<file path="config.mk">
export PLATFORM = sky130hd
export DESIGN_NAME = zspf_ctrl
export DESIGN_NICKNAME = d
export VERILOG_FILES = /design/src/hdl/zspf_pkg.sv /design/src/hdl/zspf_ctrl.sv
export SDC_FILE = /design/constraint.sdc
export NUM_CORES = 1
export LEC_CHECK = 0
export ABC_CLOCK_PERIOD_IN_PS = 2700
export BUFFER_PORTS_ARGS = -buffer_cell sky130_fd_sc_hd__buf_2
export CAP_MARGIN = 30
export CORE_ASPECT_RATIO = 0.9
export CORE_MARGIN = 1.5
export CORE_UTILIZATION = 31
export DETAILED_ROUTE_END_ITERATION = 8
export GPL_TIMING_DRIVEN = 0
export PLACE_DENSITY = 0.66
export SLEW_MARGIN = 20
export SYNTH_ARGS = -nofsm -noshare
export SYNTH_HDL_FRONTEND = slang
export SYNTH_SLANG_ARGS = --single-unit
</file>
<file path="constraint.sdc">
create_clock -name clk -period 2.7 [get_ports clk]
set_input_delay 0.27 -clock clk [delete_from_list [all_inputs] [get_ports clk]]
set_output_delay 0.27 -clock clk [all_outputs]
set_load 0.05 [all_outputs]
</file>
<file path="src/hdl/zspf_pkg.sv">
// ---------------------------------------------------------------------------
// zspf_pkg: shared types and constants
// Sizes, controller states and the command/status bundles that join the
// zero-sum pair finder controller to its datapath.
// ---------------------------------------------------------------------------
package zspf_pkg;

    localparam int MAX_ITEMS  = 64;
    localparam int VALUE_BITS = 16;
    localparam int IDX_W      = $clog2(MAX_ITEMS);
    localparam int CNT_W      = IDX_W + 1;

    typedef logic signed [VALUE_BITS-1:0] value_t;

    typedef enum logic [3:0] {
        S_IDLE,
        S_LOAD,
        S_INS,
        S_CHK,
        S_TOP,
        S_CMP,
        S_SKL_TOP,
        S_SKL,
        S_SKR_TOP,
        S_SKR,
        S_FIN
    } state_t;

    typedef enum logic [1:0] {
        WR_NONE,
        WR_SHIFT,
        WR_VALUE
    } wr_sel_t;

    // controller to datapath
    typedef struct packed {
        logic    load;
        logic    addr_ins;
        wr_sel_t wr_sel;
        logic    pos_dec;
        logic    cnt_inc;
        logic    scan_init;
        logic    l_inc;
        logic    r_dec;
        logic    match;
        logic    finish;
    } cmd_t;

    // datapath to controller
    typedef struct packed {
        logic full;
        logic pos_zero;
        logic last;
        logic cnt_ge2;
        logic gt;
        logic l_lt_r;
        logic sum_zero;
        logic sum_pos;
        logic eq_lo;
        logic eq_hi;
        logic out_free;
        logic pend_valid;
    } status_t;

endpackage

</file>
<file path="src/hdl/zspf_ctrl.sv">
// ---------------------------------------------------------------------------
// zspf_ctrl: controller
// Sequences insertion into the sorted store, the two-pointer scan with
// duplicate skipping, and the answer hand-off.
// ---------------------------------------------------------------------------
module zspf_ctrl
    import zspf_pkg::*;
(
    input  logic    clk,
    input  logic    rst_n,
    input  status_t status,
    input  logic    in_valid,
    output cmd_t    cmd
);

    state_t state_reg, state_next;

    // state register
    always_ff @(posedge clk or negedge rst_n)
    begin
        if (!rst_n)
        begin
            state_reg <= S_IDLE;
        end
        else
        begin
            state_reg <= state_next;
        end
    end

    // next state and commands
    always_comb
    begin
        state_next = state_reg;
        cmd        = '0;
        cmd.wr_sel = WR_NONE;
        case (state_reg)
            S_IDLE:
            begin
                cmd.load = 1'b1;
                if (in_valid)
                begin
                    state_next = status.full ? S_CHK : S_LOAD;
                end
            end
            S_LOAD:
            begin
                cmd.addr_ins = 1'b1;
                if (status.pos_zero)
                begin
                    cmd.wr_sel  = WR_VALUE;
                    cmd.cnt_inc = 1'b1;
                    state_next  = S_CHK;
                end
                else
                begin
                    state_next = S_INS;
                end
            end
            S_INS:
            begin
                cmd.addr_ins = 1'b1;
                if (status.gt)
                begin
                    cmd.wr_sel  = WR_SHIFT;
                    cmd.pos_dec = 1'b1;
                    state_next  = S_LOAD;
                end
                else
                begin
                    cmd.wr_sel  = WR_VALUE;
                    cmd.cnt_inc = 1'b1;
                    state_next  = S_CHK;
                end
            end
            S_CHK:
            begin
                if (!status.last)
                begin
                    state_next = S_IDLE;
                end
                else if (status.cnt_ge2)
                begin
                    cmd.scan_init = 1'b1;
                    state_next    = S_TOP;
                end
                else
                begin
                    state_next = S_FIN;
                end
            end
            S_TOP:
            begin
                state_next = status.l_lt_r ? S_CMP : S_FIN;
            end
            S_CMP:
            begin
                if (status.sum_zero)
                begin
                    if (!status.pend_valid || status.out_free)
                    begin
                        cmd.match  = 1'b1;
                        state_next = S_SKL_TOP;
                    end
                end
                else if (status.sum_pos)
                begin
                    cmd.r_dec  = 1'b1;
                    state_next = S_TOP;
                end
                else
                begin
                    cmd.l_inc  = 1'b1;
                    state_next = S_TOP;
                end
            end
            S_SKL_TOP:
            begin
                state_next = status.l_lt_r ? S_SKL : S_SKR_TOP;
            end
            S_SKL:
            begin
                if (status.eq_lo)
                begin
                    cmd.l_inc  = 1'b1;
                    state_next = S_SKL_TOP;
                end
                else
                begin
                    state_next = S_SKR_TOP;
                end
            end
            S_SKR_TOP:
            begin
                state_next = status.l_lt_r ? S_SKR : S_TOP;
            end
            S_SKR:
            begin
                if (status.eq_hi)
                begin
                    cmd.r_dec  = 1'b1;
                    state_next = S_SKR_TOP;
                end
                else
                begin
                    state_next = S_TOP;
                end
            end
            S_FIN:
            begin
                if (status.out_free)
                begin
                    cmd.finish = 1'b1;
                    state_next = S_IDLE;
                end
            end
            default:
            begin
                state_next = S_IDLE;
            end
        endcase
    end

    // checks
    a_cmp_in_range: assert property (@(posedge clk) disable iff (!rst_n)
        (state_reg == S_CMP) |-> $past(status.l_lt_r))
        else $error("compare with crossed pointers");

    a_fin_to_idle: assert property (@(posedge clk) disable iff (!rst_n)
        cmd.finish |=> (state_reg == S_IDLE))
        else $error("answer finished but controller not idle");

    a_ins_addr: assert property (@(posedge clk) disable iff (!rst_n)
        (state_reg == S_INS) |-> !$past(status.pos_zero))
        else $error("insertion read below store start");

endmodule

</file>
; ---- After elaboration in Yosys (flattened, before gate mapping)
; Index checks and enable logic that the tools add are counted.
[totals]
regBits = 4
output_inout_bits = 11
elab_cells = 57
inputBits = 15
[classes]
n_mux = 39
n_eq_ne = 13
n_reduce_logical = 4
[ops]
columns = operator, count
row1 = $mux 4, 11
row2 = $pmux 4 s11, 1
row3 = $mux 1, 18
row4 = $eq 4x3->1 const B, 4
row5 = $eq 4x4->1 const B, 3
row6 = $mux 2, 5
row7 = $eq 4x2->1 const B, 2
row8 = $pmux 1 s2, 3
row9 = $pmux 3 s2, 1
row10 = $eq 4x1->1 const B, 1
row11 = $logic_not 4->1, 1
row12 = $ne 2x2->1 const B, 2
row13 = $ne 3x3->1 const B, 1
row14 = $reduce_and 3->1, 1
row15 = $logic_not 1->1, 1
row16 = $logic_or 1x1->1, 1

; ---- Depth between registers and ports, before layout
[logic_depth]
word_depth = 5
mapped_depth = 6
mapped_depth_nobuf = 4

; ---- Least setup slack after synthesis
; No wires, ideal clock.
[synth_timing]
path_kind = register to output
startpoint = register state_reg[2]
endpoint = output cmd[7] (netlist name)
path_stages_with_launch = 5
n_path_buf = 2
required_time_ns = 2.430
slack_ns = 0.159
arrival_time_ns = 2.271
path_cell_list = dfrtp_1 or2_0 buf_2 nor3_1 buf_4
[synth_rtl]
columns = element, line
row1 = from (decl), zspf_ctrl.sv:16  ; state_t state_reg, state_next;
row2 = from (signal assigned), zspf_ctrl.sv:27  ; state_reg <= state_next;
row3 = to (decl), zspf_ctrl.sv:13  ; output cmd_t cmd

==> flow_metrics.tcl <==
set metrics [dict create \
    arrival_ns 1.65 \
    layout_common_cells "buf_2 (27), nor2_1 (7)" \
    hold_viol 0 \
    firstDrtPassIters 4 \
    max_freq_mhz 520 \
    wl_met1_um 646 \
    drt_iter0_drc 7 \
    wl_per_cell_um 11.5 \
    leakagePower_nw 0.359 \
    synth_top_area_share_pct 19.8 \
    peakVddDrop_v 0.000453 \
    layout_min_cycle_time_ns 1.92 \
    io_buffer_count 25 \
    placed_cell_area_um2 659 \
    critical_path_required_ns 2.43 \
    synth_top_cell_by_area "dfrtp_1" \
    final_area_um2 692 \
    min_path_type "input port to asynchronous set/reset pin" \
    antennaDiodeCount 0 \
    synth_fp_nets 86 \
    grt_max_degree 11 \
    gp_congestion 0.760 \
    layout-drive-gt1-share_pct 39.0 \
    syn-instance-count 71 \
    synth.area.top_cells "dfrtp_1 (20%), buf_4 (5.9%), nor2_1 (5.2%)" \
    grtUsageTotal_pct 16.1 \
    finalNetCount 117 \
    synthFlopType "dfrtp_1" \
    die_w_um 45.6 \
    max_cap_violations 0 \
    crit_buf_inv 3 \
    top_layer_used "met3" \
    tightest_slew_ns 0.348 \
    syn_area_um2 507 \
    coreArea_um2 1480 \
    ys_seq_elements 4 \
    wl_met3_um 87 \
    htreeDepth 1 \
    avgViaCountPerCell 5.07 \
    timing.rr.start "state_reg[2]" \
    route.vias.total 619 \
    setup_viol 0 \
    cts_buffer_depth 2 \
    syn_avg_cell_area_um2 7.14 \
    cp-end-kind "primary output" \
    wl_met2_um 666 \
    startpoint "state_reg[2]" \
    timing.setup.tns_ns 0 \
    maxSlewViolCount 0 \
    cts.sinks 4 \
    grt-ovfl-total 0 \
    syn_to_final_growth_pct 36.5 \
    worstSkewPairLatency_ns 0.24 \
    rsz0062_at_grt "no" \
    drc 0 \
    io_pins 26 \
    die-area_um2 1890 \
    antenna_found_initial 0 \
    wirelength_um 1400 \
    crit_slowest_cell "dfrtp_1" \
    antenna_left 0 \
    worstPathMaxFanout 8 \
    yosysWarnings 0 \
    status "complete, no violations" \
    critPathKind "flop to primary output" \
    crit_path_frequent_cell "buf_2" \
    synth_edf_count 0 \
    clk_pin_slew_ns 0.04 \
    cp_cell_sequence "or2_0 > buf_2 > nor3_1 > buf_4 > buf_2" \
    rows 13 \
    numCtsBuffers 3 \
    cp-start-kind "flop" \
    power_density_nw_per_um2 1220 \
    tritoncts "done" \
    final_common_cell "buf_2" \
    cp_slowest_stage_delay_ns 0.43 \
    synth.distinct_cells 30 \
    finClkSkew_ns 0.00349 \
    first_global_vias 511 \
    hpwl_um 1100 \
    cts_root_buf "clkbuf_4" \
    postCtsSetupBuffers 0 \
    slew_headroom_pct 76.8 \
    period_share_pct 71.3 \
    largest_reg_flops 4 \
    critPathTopFamily "buffers and inverters" \
    grt_first_pass_wirelength_um 2100 \
    initial_core_util_pct 34.2 \
    yosysSeqAreaShare_pct 19.8 \
    dieHeight_um 41.4 \
    synthArstFlopShare_pct 100 \
]
==> worst reg2reg max path, cell delays in order, from the launching register on <==
cell and delay [ns]:
dfrtp_1 0.43, or2_0 0.24, buf_2 0.15, o41a_1 0.35, a21oi_2 0.13, a31oi_1 0.05
==> cells in the mapped netlist, types with 2 or more instances <==
cell      number
o21ai_0        4
or3_1          2
a31oi_1        4
dfrtp_1        4
nand4_1        2
buf_4          4
nor2b_1        3
mux2i_1        2
nand2_1        4
a21oi_1        3
nor2_1         7
nand2b_1       3
inv_1          4
nor3b_1        3
nand3_1        3
buf_2          2
nor3_1         4
==> area by class of cell <==
type / count / area, µm²
Fill cell: 159 / 788
Multi-Input combinational cell: 55 / 333
Timing Repair Buffer: 26 / 135
Sequential cell: 4 / 100
Buffer: 8 / 58.8
Tap cell: 22 / 27.5
Clock buffer: 3 / 22.5
Inverter: 4 / 15.0
==> kinds of logic after synthesis <==
kind of cell	count (synthesis)	share of synthesized area, %
DFF	4	19.8
muxes	2	3.95
AOI/OAI and AO/OA	17	22.0
and+or+nand+nor	36	39.8
buffers and inverters	12	14.6
==> power by group <==
group / switching (W) / internal, W / leakage, nW / total (W)
Clock: 0.0000246 / 0.0000497 / 0.0138 / 0.0000743
Combinational: 0.000433 / 0.000228 / 0.294 / 0.000661
Sequential: 0.0000206 / 0.0000877 / 0.0509 / 0.000108
==> timing repair <==
item,CTS,global route
hold buffers,1,0
endpoints found under the setup margin,0,0
resized for setup,0,0
hold endpoints to repair,4,0
==> per-layer routing <==
metal	up-vias	track usage [%]
met5	-	0
met4	0	2.21
met3	0	7.33
met2	17	23.9
met1	293	21.6
li1	309	-
==> worst paths after layout <==
path	cells after the start	end	slack, ns
min in group clk	3	state_reg[0]	0.39
worst max register to register	5	state_reg[1]	1.22
worst min register to register	2	state_reg[1]	0.68
worst max-delay path	5	cmd[7]	0.78
worst min-delay path	2	state_reg[0]	0.36
max in group asynchronous	2	state_reg[2]	2.21
==> per-stage QoR <==
stage | power [W] | util (%) | std cells | hold slack [ns] | setup WS (ns)
3_5_place_dp | 0.000765 | 44.5 | 118 | 0.0797 | 1.02
3_3_place_gp | 0.000763 | 44.5 | 118 | 0.0764 | 1.03
2_1_floorplan | 0.000633 | - | 71 | -0.0256 | 0.159
5_1_grt | 0.000908 | 46.7 | 122 | 0.364 | 0.627
4_1_cts | 0.000843 | 46.7 | 122 | 0.365 | 0.759
6_report | 0.000844 | 46.7 | 122 | 0.365 | 0.775
Note: power is estimated with default switching activity, not from simulation.
